===== src/hdl/assert_macros.svh =====
// assertion macros shared by the draw engine rtl
// needs clk_i and rst_ni in the scope where a macro is used
`ifndef ASSERT_MACROS_SVH
`define ASSERT_MACROS_SVH

// same-cycle implication, disabled during reset
`define FDE_ASSERT_IMP(lbl, ante, cons, msg) \
  lbl: assert property (@(posedge clk_i) disable iff (!rst_ni) (ante) |-> (cons)) \
    else $error(msg);

// next-cycle implication, disabled during reset
`define FDE_ASSERT_NEXT(lbl, ante, cons, msg) \
  lbl: assert property (@(posedge clk_i) disable iff (!rst_ni) (ante) |=> (cons)) \
    else $error(msg);

`endif


===== src/hdl/fde_pkg.sv =====
// shared types and constants of the framebuffer draw engine
// no dependencies
package fde_pkg;

  localparam int MaxWidthDef  = 512;
  localparam int MaxHeightDef = 512;

  localparam int CW  = 12;       // loop coordinate width, signed
  localparam int NW  = 44;       // divider numerator magnitude bits
  localparam int DW  = 29;       // divider denominator magnitude bits
  localparam int SW  = DW;       // slope width, signed q16
  localparam int PCW = NW + 1;   // generated pixel coordinate width, signed

  localparam logic [2:0] OpPixel   = 3'd0;
  localparam logic [2:0] OpFill    = 3'd1;
  localparam logic [2:0] OpOutline = 3'd2;
  localparam logic [2:0] OpLine    = 3'd3;
  localparam logic [2:0] OpReadClr = 3'd4;

  typedef struct packed {
    logic                  rc;   // read and clear instead of blend
    logic signed [PCW-1:0] x;
    logic signed [PCW-1:0] y;
  } px_req_t;

  typedef struct packed {
    logic        oob;            // pixel outside frame
    logic [23:0] rgb;            // red 23:16, green 15:8, blue 7:0
  } px_rsp_t;

endpackage


===== src/hdl/fde_div.sv =====
// iterative signed divider, quotient truncated toward zero, one bit per cycle
// depends on fde_pkg
module fde_div import fde_pkg::*; (
  input  logic                 clk_i,
  input  logic                 rst_ni,
  input  logic                 start_i,
  input  logic signed [NW:0]   num_i,
  input  logic signed [DW:0]   den_i,
  output logic                 done_o,
  output logic signed [NW:0]   quo_o
);

  localparam int CntW = $clog2(NW + 1);

  logic            busy_q, busy_d, done_q, done_d, neg_q, neg_d;
  logic [CntW-1:0] cnt_q, cnt_d;
  logic [NW-1:0]   n_q, n_d;
  logic [DW:0]     r_q, r_d;
  logic [DW-1:0]   d_q, d_d;
  logic [DW:0]     rs;
  logic            fit;

  assign rs  = {r_q[DW-1:0], n_q[NW-1]};
  assign fit = rs >= {1'b0, d_q};

  always_comb begin
    busy_d = busy_q;
    done_d = 1'b0;
    neg_d  = neg_q;
    cnt_d  = cnt_q;
    n_d    = n_q;
    r_d    = r_q;
    d_d    = d_q;
    if (start_i) begin
      busy_d = 1'b1;
      neg_d  = num_i[NW] ^ den_i[DW];
      n_d    = num_i[NW] ? NW'(-num_i) : NW'(num_i);
      d_d    = den_i[DW] ? DW'(-den_i) : DW'(den_i);
      r_d    = '0;
      cnt_d  = CntW'(NW);
    end else if (busy_q) begin
      r_d   = fit ? rs - {1'b0, d_q} : rs;
      n_d   = {n_q[NW-2:0], fit};
      cnt_d = cnt_q - CntW'(1);
      if (cnt_q == CntW'(1)) begin
        busy_d = 1'b0;
        done_d = 1'b1;
      end
    end
  end

  always_ff @(posedge clk_i or negedge rst_ni) begin
    if (!rst_ni) begin
      busy_q <= 1'b0;
      done_q <= 1'b0;
    end else begin
      busy_q <= busy_d;
      done_q <= done_d;
    end
  end

  always_ff @(posedge clk_i) begin
    neg_q <= neg_d;
    cnt_q <= cnt_d;
    n_q   <= n_d;
    r_q   <= r_d;
    d_q   <= d_d;
  end

  assign done_o = done_q;
  assign quo_o  = neg_q ? -$signed({1'b0, n_q}) : $signed({1'b0, n_q});

endmodule


===== src/hdl/fde_walker.sv =====
// command sequencer: walks the pixels of each draw command and posts one result
// depends on fde_pkg and fde_div
module fde_walker import fde_pkg::*; (
  input  logic               clk_i,
  input  logic               rst_ni,
  input  logic               cmd_valid_i,
  output logic               cmd_ready_o,
  input  logic [2:0]         op_i,
  input  logic [31:0]        color_i,
  input  logic signed [10:0] xs_i,
  input  logic signed [10:0] ys_i,
  input  logic signed [10:0] xe_i,
  input  logic signed [10:0] ye_i,
  input  logic [9:0]         w_i,
  input  logic [9:0]         h_i,
  input  logic [9:0]         eff_w_i,
  input  logic [9:0]         eff_h_i,
  input  logic               clearing_i,
  output logic [31:0]        color_o,
  output logic               req_valid_o,
  output px_req_t            req_o,
  input  logic               req_ready_i,
  input  logic               rsp_done_i,
  input  px_rsp_t            rsp_i,
  input  logic               out_free_i,
  output logic               res_valid_o,
  output px_rsp_t            res_o
);

  localparam logic [3:0] W_IDLE = 4'd0;
  localparam logic [3:0] W_REQ  = 4'd1;
  localparam logic [3:0] W_WAIT = 4'd2;
  localparam logic [3:0] W_FILL = 4'd3;
  localparam logic [3:0] W_OUTA = 4'd4;
  localparam logic [3:0] W_OUTB = 4'd5;
  localparam logic [3:0] W_VERT = 4'd6;
  localparam logic [3:0] W_SLW  = 4'd7;
  localparam logic [3:0] W_IC1  = 4'd8;
  localparam logic [3:0] W_IC2  = 4'd9;
  localparam logic [3:0] W_LXM  = 4'd10;
  localparam logic [3:0] W_LXC  = 4'd11;
  localparam logic [3:0] W_LYD  = 4'd12;
  localparam logic [3:0] W_LYW  = 4'd13;
  localparam logic [3:0] W_DONE = 4'd14;

  logic [3:0]            state_q, state_d, ret_q, ret_d;
  logic [2:0]            op_q, op_d;
  logic [31:0]           color_q, color_d;
  logic signed [CW-1:0]  xs_q, xs_d, ys_q, ys_d;
  logic [9:0]            w_q, w_d, h_q, h_d;
  logic signed [CW-1:0]  i_q, i_d, j_q, j_d, x0_q, x0_d, x1_q, x1_d, y1_q, y1_d;
  logic signed [CW-1:0]  k_q, k_d, sx_q, sx_d, ex_q, ex_d, sy_q, sy_d, ey_q, ey_d;
  logic                  sub_q, sub_d;
  logic signed [SW-1:0]  slope_q, slope_d;
  logic signed [SW+CW-1:0] prod_q, prod_d, mul;
  logic signed [CW-1:0]  mul_k;
  logic signed [PCW-1:0] icpt_q, icpt_d;
  px_req_t               req_q, req_d;
  logic                  status_q, status_d;
  logic [23:0]           rgb_q, rgb_d;
  logic                  div_start, div_done;
  logic signed [NW:0]    div_num, div_quo;
  logic signed [DW:0]    div_den;
  logic signed [CW-1:0]  cxs, cys, cxe, cye, cw, ch, fw, fh, xsum, ysum;
  logic signed [PCW-1:0] lsum;

  function automatic logic signed [PCW-1:0] shr16_t0(input logic signed [PCW-1:0] v);
    logic [PCW-1:0] mag, q;
    mag = v[PCW-1] ? PCW'(-v) : PCW'(v);
    q   = mag >> 16;
    return v[PCW-1] ? -$signed(q) : $signed(q);
  endfunction

  fde_div u_div (
    .clk_i   (clk_i),
    .rst_ni  (rst_ni),
    .start_i (div_start),
    .num_i   (div_num),
    .den_i   (div_den),
    .done_o  (div_done),
    .quo_o   (div_quo)
  );

  assign cxs   = CW'(xs_i);
  assign cys   = CW'(ys_i);
  assign cxe   = CW'(xe_i);
  assign cye   = CW'(ye_i);
  assign cw    = $signed(CW'(w_i));
  assign ch    = $signed(CW'(h_i));
  assign fw    = $signed(CW'(eff_w_i));
  assign fh    = $signed(CW'(eff_h_i));
  assign xsum  = cxs + cw;
  assign ysum  = cys + ch;
  assign mul_k = (state_q == W_IC1) ? xs_q : k_q;
  assign mul   = slope_q * mul_k;
  assign lsum  = PCW'(prod_q) + icpt_q;

  always_comb begin
    state_d = state_q;  ret_d = ret_q;   op_d = op_q;     color_d = color_q;
    xs_d = xs_q;  ys_d = ys_q;  w_d = w_q;  h_d = h_q;
    i_d = i_q;  j_d = j_q;  x0_d = x0_q;  x1_d = x1_q;  y1_d = y1_q;
    k_d = k_q;  sx_d = sx_q;  ex_d = ex_q;  sy_d = sy_q;  ey_d = ey_q;
    sub_d = sub_q;  slope_d = slope_q;  prod_d = prod_q;  icpt_d = icpt_q;
    req_d = req_q;  status_d = status_q;  rgb_d = rgb_q;
    div_start   = 1'b0;
    div_num     = '0;
    div_den     = '0;
    req_valid_o = 1'b0;
    res_valid_o = 1'b0;
    case (state_q)
      W_IDLE: begin
        if (cmd_valid_i && !clearing_i) begin
          op_d = op_i;  color_d = color_i;  xs_d = cxs;  ys_d = cys;
          w_d = w_i;  h_d = h_i;  status_d = 1'b0;  rgb_d = '0;
          sx_d = (cxs < cxe) ? cxs : cxe;
          ex_d = (cxs < cxe) ? cxe : cxs;
          sy_d = (cys < cye) ? cys : cye;
          ey_d = (cys < cye) ? cye : cys;
          case (op_i)
            OpPixel, OpReadClr: begin
              req_d   = '{rc: (op_i == OpReadClr), x: PCW'(cxs), y: PCW'(cys)};
              ret_d   = W_DONE;
              state_d = W_REQ;
            end
            OpFill: begin
              x0_d    = cxs[CW-1] ? '0 : cxs;
              i_d     = cxs[CW-1] ? '0 : cxs;
              j_d     = cys[CW-1] ? '0 : cys;
              x1_d    = (xsum > fw) ? fw : xsum;
              y1_d    = (ysum > fh) ? fh : ysum;
              state_d = W_FILL;
            end
            OpOutline: begin
              i_d     = '0;
              sub_d   = 1'b0;
              state_d = (w_i == 10'd0 || h_i == 10'd0) ? W_DONE : W_OUTA;
            end
            OpLine: begin
              if (cxs == cxe) begin
                k_d     = (cys < cye) ? cys : cye;
                state_d = W_VERT;
              end else begin
                div_start = 1'b1;
                div_num   = (NW+1)'($signed({cys - cye, 16'h0000}));
                div_den   = (DW+1)'(cxs - cxe);
                state_d   = W_SLW;
              end
            end
            default: state_d = W_DONE;
          endcase
        end
      end
      W_REQ: begin
        req_valid_o = 1'b1;
        if (req_ready_i) state_d = W_WAIT;
      end
      W_WAIT: begin
        if (rsp_done_i) begin
          if (op_q == OpPixel || op_q == OpReadClr) status_d = rsp_i.oob;
          if (op_q == OpReadClr) rgb_d = rsp_i.rgb;
          state_d = ret_q;
        end
      end
      W_FILL: begin
        if (j_q >= y1_q) begin
          state_d = W_DONE;
        end else if (i_q >= x1_q) begin
          i_d = x0_q;
          j_d = j_q + CW'(1);
        end else begin
          req_d   = '{rc: 1'b0, x: PCW'(i_q), y: PCW'(j_q)};
          i_d     = i_q + CW'(1);
          ret_d   = W_FILL;
          state_d = W_REQ;
        end
      end
      W_OUTA: begin
        if (i_q == $signed(CW'(w_q))) begin
          i_d     = '0;
          sub_d   = 1'b0;
          state_d = W_OUTB;
        end else begin
          // top edge pixel, then the matching one on the bottom edge
          req_d   = '{rc: 1'b0, x: PCW'(xs_q + i_q),
                      y: PCW'(sub_q ? ys_q + $signed(CW'(h_q)) : ys_q)};
          sub_d   = !sub_q;
          if (sub_q) i_d = i_q + CW'(1);
          ret_d   = W_OUTA;
          state_d = W_REQ;
        end
      end
      W_OUTB: begin
        if (i_q == $signed(CW'(h_q))) begin
          state_d = W_DONE;
        end else begin
          req_d   = '{rc: 1'b0, x: PCW'(sub_q ? xs_q + $signed(CW'(w_q)) : xs_q),
                      y: PCW'(ys_q + i_q)};
          sub_d   = !sub_q;
          if (sub_q) i_d = i_q + CW'(1);
          ret_d   = W_OUTB;
          state_d = W_REQ;
        end
      end
      W_VERT: begin
        if (k_q >= ey_q) begin
          state_d = W_DONE;
        end else begin
          req_d   = '{rc: 1'b0, x: PCW'(xs_q), y: PCW'(k_q)};
          k_d     = k_q + CW'(1);
          ret_d   = W_VERT;
          state_d = W_REQ;
        end
      end
      W_SLW: begin
        if (div_done) begin
          slope_d = SW'(div_quo);
          state_d = W_IC1;
        end
      end
      W_IC1: begin
        prod_d  = mul;
        state_d = W_IC2;
      end
      W_IC2: begin
        icpt_d  = PCW'($signed({ys_q, 16'h0000})) - PCW'(prod_q);
        k_d     = sx_q;
        state_d = W_LXM;
      end
      W_LXM: begin
        if (k_q >= ex_q) begin
          k_d     = sy_q;
          state_d = (slope_q == '0) ? W_DONE : W_LYD;
        end else begin
          prod_d  = mul;
          state_d = W_LXC;
        end
      end
      W_LXC: begin
        req_d   = '{rc: 1'b0, x: PCW'(k_q), y: shr16_t0(lsum)};
        k_d     = k_q + CW'(1);
        ret_d   = W_LXM;
        state_d = W_REQ;
      end
      W_LYD: begin
        if (k_q >= ey_q) begin
          state_d = W_DONE;
        end else begin
          div_start = 1'b1;
          div_num   = (NW+1)'($signed({k_q, 16'h0000})) - icpt_q;
          div_den   = (DW+1)'(slope_q);
          state_d   = W_LYW;
        end
      end
      W_LYW: begin
        if (div_done) begin
          req_d   = '{rc: 1'b0, x: div_quo, y: PCW'(k_q)};
          k_d     = k_q + CW'(1);
          ret_d   = W_LYD;
          state_d = W_REQ;
        end
      end
      W_DONE: begin
        res_valid_o = out_free_i;
        if (out_free_i) state_d = W_IDLE;
      end
      default: state_d = W_IDLE;
    endcase
  end

  always_ff @(posedge clk_i or negedge rst_ni) begin
    if (!rst_ni) begin
      state_q <= W_IDLE;
    end else begin
      state_q <= state_d;
    end
  end

  always_ff @(posedge clk_i) begin
    ret_q <= ret_d;  op_q <= op_d;  color_q <= color_d;
    xs_q <= xs_d;  ys_q <= ys_d;  w_q <= w_d;  h_q <= h_d;
    i_q <= i_d;  j_q <= j_d;  x0_q <= x0_d;  x1_q <= x1_d;  y1_q <= y1_d;
    k_q <= k_d;  sx_q <= sx_d;  ex_q <= ex_d;  sy_q <= sy_d;  ey_q <= ey_d;
    sub_q <= sub_d;  slope_q <= slope_d;  prod_q <= prod_d;  icpt_q <= icpt_d;
    req_q <= req_d;  status_q <= status_d;  rgb_q <= rgb_d;
  end

  assign cmd_ready_o = (state_q == W_IDLE) && !clearing_i;
  assign color_o     = color_q;
  assign req_o       = req_q;
  assign res_o       = '{oob: status_q, rgb: rgb_q};

endmodule


===== config.mk =====
export PLATFORM = sky130hd
export DESIGN_NAME = fde_walker
export DESIGN_NICKNAME = d
export VERILOG_FILES = /design/src/hdl/assert_macros.svh /design/src/hdl/fde_pkg.sv /design/src/hdl/fde_div.sv /design/src/hdl/fde_walker.sv
export SDC_FILE = /design/constraint.sdc
export NUM_CORES = 2
export LEC_CHECK = 0
export BUFFER_PORTS_ARGS = -buffer_cell sky130_fd_sc_hd__buf_4
export CAP_MARGIN = 20
export CORE_MARGIN = 2
export CORE_UTILIZATION = 50
export CTS_BUF_LIST = sky130_fd_sc_hd__clkbuf_8
export DETAILED_ROUTE_END_ITERATION = 8
export GPL_ROUTABILITY_DRIVEN = 0
export PLACE_DENSITY_LB_ADDON = 0.12
export SLEW_MARGIN = 10
export SYNTH_ARGS = -nofsm -noshare
export SYNTH_HDL_FRONTEND = slang
export SYNTH_SLANG_ARGS = --single-unit

===== constraint.sdc =====
create_clock -name clk_i -period 14.61 [get_ports clk_i]
set_clock_uncertainty 0.2 [all_clocks]
set_input_delay 1.461 -clock clk_i [delete_from_list [all_inputs] [get_ports clk_i]]
set_output_delay 1.461 -clock clk_i [all_outputs]
set_load 0.02 [all_outputs]

# --- Yosys cells after proc, flatten, opt, wreduce, memory -nomap -nowiden ---
# Cells that the tools add are included.
classes:
  muxes: 113
  bitwise: 1
  addsub: 21
  n_mul: 1
  reduce_logical: 33
  n_eq_ne: 46
  magnitude_cmp: 9
op_table:
  columns: ["op", "n"]
  rows:
  - ["$mux 91", 8]
  - ["$pmux 91 s7", 1]
  - ["$mux 45", 9]
  - ["$mux 12", 21]
  - ["$mux 44", 3]
  - ["$mux 30", 4]
  - ["$pmux 45 s2", 1]
  - ["$pmux 41 s2", 1]
  - ["$mux 4", 19]
  - ["$mux 24", 3]
  - ["$pmux 12 s6", 1]
  - ["$pmux 30 s2", 1]
  - ["$pmux 4 s15", 1]
  - ["$mux 29", 2]
  - ["$add 11x11->12", 4]
  - ["$ge 12x12->1", 4]
  - ["$pmux 12 s2", 2]
  - ["$pmux 12 s4", 1]
  - ["$pmux 24 s2", 1]
  - ["$add 41x45->45", 1]
  - ["$neg 29->45", 1]
  - ["$neg 44->45", 1]
  - ["$neg 45->45", 1]
  - ["$sub 28x45->45", 1]
  - ["other kinds (55)", 132]
word_totals:
  wordCells: 260
  reg_bits: 548
  output_inout_bits: 151
  input_bits: 151

# --- Longest topological paths before layout ---
depth:
  ltp_word: 8
  depth_mapped: 34
  ltp_nobuf: 31

# --- Cells and area by module ---
# From an unflattened synthesis, not the netlist that was laid out.
unflattened:
  cells_unflattened: 5321
  area_unflattened_um2: 49950.4
by_module_without_submodules:
  columns: ["mod", "area_per_inst_um2", "cells_each", "instances"]
  rows:
  - ["fde_walker", 41481.0, 4361, 1]
  - ["fde_div", 8469.4, 960, 1]

# --- Least setup slack after synthesis ---
# OpenSTA, ideal clock, no wires.
synth_timing:
  path_type: "register to register"
  start: "register i_q[0]"
  end: "register req_q, in the netlist req_o[0] (enable)"
  n_path_buf: 1
  path_slack_ns: 1.679
  stages_incl_launch_ff: 16
  arrival_ns: 11.949
  setup_ns: 0.782
  cell_sequence: "edfxtp_1 -> clkbuf_1 -> inv_1 -> ha_1 -> nand2b_1 -> a21o_1 -> a21o_1 -> a21o_1 -> a21o_1 -> a21o_1 -> a21o_1 -> a21o_1 -> a21o_1 -> a211oi_1 -> nor3_1 -> nor4_1"
synth_between:
  elab_chain_len: 3
  elab_cells_between_ends: 7
synth_rtl:
  columns: ["element", "line", "source"]
  rows:
  - ["start, declared", "fde_walker.sv:51", "logic signed [CW-1:0] i_q, i_d, j_q, j_d, x0_q, x0_d, x1_q, x1_d, y1_q, y1_d;"]
  - ["start signal, assigned", "fde_walker.sv:281", "i_q <= i_d; j_q <= j_d; x0_q <= x0_d; x1_q <= x1_d; y1_q <= y1_d;"]
  - ["$ge 12x12->1 (tied with other cells)", "fde_walker.sv:167", "end else if (i_q >= x1_q) begin"]
  - ["$ne 2x2->1 (no line)", null, null]
  - ["$reduce_and 9->1 (no line) (*)", null, null]
  - ["end signal, assigned", "fde_walker.sv:284", "req_q <= req_d; status_q <= status_d; rgb_q <= rgb_d;"]
  - ["end, declared", "fde_walker.sv:58", "px_req_t req_q, req_d;"]
# Mark *: on every way between the ends. The rest lies on a longest branch, timed or not.
# A chain may end at the register's enable or synchronous reset.

# --- Worst setup path after layout ---
layout_timing:
  start: "register state_q[3]"
  end: "register prod_q[39] (data pin)"
layout_between:
  elab_chain_len: 5
  elab_cells_between_ends: 6
layout_rtl:
  columns: ["element", "line", "source"]
  rows:
  - ["start, declared", "fde_walker.sv:46", "logic [3:0] state_q, state_d, ret_q, ret_d;"]
  - ["start signal, assigned", "fde_walker.sv:274", "state_q <= state_d;"]
  - ["$eq 4x4->1 (*)", "fde_walker.sv:94", "assign mul_k = (state_q == W_IC1) ? xs_q : k_q;"]
  - ["$mux 12 (*)", "fde_walker.sv:94", null]
  - ["$mul 29x12->41 (*)", "fde_walker.sv:95", "assign mul = slope_q * mul_k;"]
  - ["named net mul[39]", "fde_walker.sv:55", "logic signed [SW+CW-1:0] prod_q, prod_d, mul;"]
  - ["$mux 41", "fde_walker.sv:230", "if (k_q >= ex_q) begin"]
  - ["$pmux 41 s2 (*)", "fde_walker.sv:110", "case (state_q)"]
  - ["end signal, assigned", "fde_walker.sv:283", "sub_q <= sub_d; slope_q <= slope_d; prod_q <= prod_d; icpt_q <= icpt_d;"]
  - ["end, declared", "fde_walker.sv:55", null]
# The timed path passes the listed nets; every way through them passes the cells marked *. The select of a mux whose other input is x is not followed.

==> flow_summary.ini <==
[drt]
via_per_inst = 5.98
vias = 42300
dr.pass1.iters = 6
postRouteAntennaNets = 0
drc_errors = 0
avgRoutedWirePerCell_um = 23.0
drt_wl_total_um = 162000
drt_iter0_markers = 3919

[sta]
finalHoldViolations = 0
setup_viol = 0
rsz0062_at_grt = false
fin_crit_sh_pct = 66.0
max_freq_mhz = 104
tns_ps = 0
fin_crit_ps = 9640
slew_headroom_pct = 26.7
maxSlewViolCount = 0
worst_pin_slew_ps = 1090

[clocking]
cts_setup_buffers = 0
clk_pin_slew_ps = 70
clkSinkCount = 539
root_buffer = clkbuf_8
insertion_delay_ps = 820
cts_tree = yes
post_cts_resized = 0
cts_hold_buf = 0
cts_buffers = 99
clockBufferDepth = 3
h-tree-depth = 3

[die]
rows = 116
die_h_um = 322
io-pin-count = 302
core_mm2 = 0.100
start_util_pct = 50.5
dieArea_mm2 = 0.103
dieWidth_um = 322

[worst_setup_path]
cp-start-kind = flop
max_stage_delay_ps = 630
cp_top_family = adder cells
cp.buffers_inverters = 6
crit_arrival_ps = 9970
slowest_stage = nand2_1
worst-r2r-setup-slack_ps = 4970
critical_path_class = flop to flop
end_kind = flop
required_ps = 14940
cp_max_fo = 31

[cells_and_area]
layout_common_cells = inv_1, nand2_1, edfxtp_1
drive_above_1_share_pct = 10.8
nets = 6538
area_growth_pct = 11.3
nFillCells = 9080
final_common_cell = inv_1

[placed_design]
io_buffers = 301
dp_hpwl_um = 126000

[synth]
synth_top_area_share_pct = 29.6
synth_cells = 5447
synthDistinctLibCells = 104
synth.ff_latch_count = 539
ys.flop_type = edfxtp_1
synthTopCellsByArea = edfxtp_1, fa_1, ha_1, xnor2_1, inv_1
syn-cell-area_mm2 = 0.0505
synth_area_per_cell_um2 = 9.26
syn_nets = 6290
synth_edf_count = 498
yosys_warnings = 0
synth_top_area_cell = edfxtp_1
yosysSeqAreaShare_pct = 31.3
synthArstFlopShare_pct = 1.11

[global_routing]
grt_max_degree = 68
antenna_found_initial = 6
overflow = 0
grt_use_total_pct = 31.0
grt_pass1_wl_um = 245000
grt_pass1_vias = 40400

[status]
status = finished, final reports clean

[flow_run]
drv_cap = 0

[min_path]
worst_hold_path_type = input port to async pin
==> per-layer routing <==
metal,track usage (%),vias to the layer above,share of wire [%]
li1,-,19500,-
met1,41.9,20400,41
met2,48.2,1911,45
met3,5.18,430,8.2
met4,15.8,6,5.7
met5,0,-,0.11
==> per-stage QoR <==
step	utilization, %	hold WS, ps	setup WS, ps	instance area, µm²	std cells
2_1_floorplan	-	263	1680	50500	5447
3_3_place_gp	54.1	280	5200	54100	6883
3_5_place_dp	54.1	284	5070	54100	6883
4_1_cts	56.0	225	4990	56000	7060
5_1_grt	56.2	261	4390	56200	7070
6_report	56.2	268	4970	56200	7071
==> final timing paths <==
kind / end / cells past startpoint / startpoint
max: prod_q[39]$_DFFE_PP_ / 30 / state_q[3]$_DFFE_PN0P_
min: state_q[0]$_DFFE_PN0P_ / 1 / rst_ni
max reg2reg: prod_q[39]$_DFFE_PP_ / 30 / state_q[3]$_DFFE_PN0P_
min reg2reg: u_div.r_q[26]$_SDFFE_PP0P_ / 2 / u_div.r_q[26]$_SDFFE_PP0P_
max in group asynchronous: u_div.done_o$_DFF_PN0_ / 1 / rst_ni
min in group clk_i: u_div.r_q[26]$_SDFFE_PP0P_ / 2 / u_div.r_q[26]$_SDFFE_PP0P_
==> synthesized netlist by cell type, drive strengths merged (35+ instances only) <==
master	n
edfxtp	498
nor3	91
a31oi	41
and2	176
a21oi	309
nor2b	66
fa	318
o31ai	37
mux2i	39
clkbuf	209
ha	374
nor4	51
nand2b	44
a211oi	39
nor2	360
xnor2	271
or3	45
dfxtp	35
inv	632
nand3	72
o21a	53
o21ai	279
xor2	127
nand2	571
a21o	106
o21bai	58
and3	36
nand4	53
mux2	43
==> flip-flops by register name (all words and copies together) (netlist names), 11 cells and up <==
signal     flops
j_q           12
prod_q        41
xs_q          11
ex_q          11
req_o         91
ys_q          11
rgb_q         24
u_div.d_q     29
u_div.n_q     44
slope_q       29
sy_q          11
icpt_q        42
i_q           12
color_o       32
x1_q          12
sx_q          11
y1_q          12
ey_q          11
k_q           12
u_div.r_q     29
==> area by class of cell <==
type	instances	area, µm²	area share (%)
antenna	2	5.00	0.00891
inverter	633	2380	4.23
sequential	539	15800	28.1
clock inverter	72	507	0.902
clock buffer	105	1450	2.57
multi-input combinational	4040	31500	56.0
timing repair buffer	382	2960	5.27
tap	1298	1620	2.89
==> logic make-up (layout without fill, tap and decap cells) <==
kind of cell	Yosys count	after routing	synth area share [%]
flip-flops	539	539	31.3
other	0	2	0
multiplexers	82	82	1.74
XOR/XNOR	398	398	6.91
AND/OR/NAND/NOR	1684	1684	16.3
buffers and inverters	868	1192	6.49
AO/OA/AOI/OAI	1184	1184	15.3
adder cells (fa/ha/maj)	692	692	21.9
Power is not shown: default switching activity piles up to over one toggle a cycle in this logic, so the estimate is an artifact.
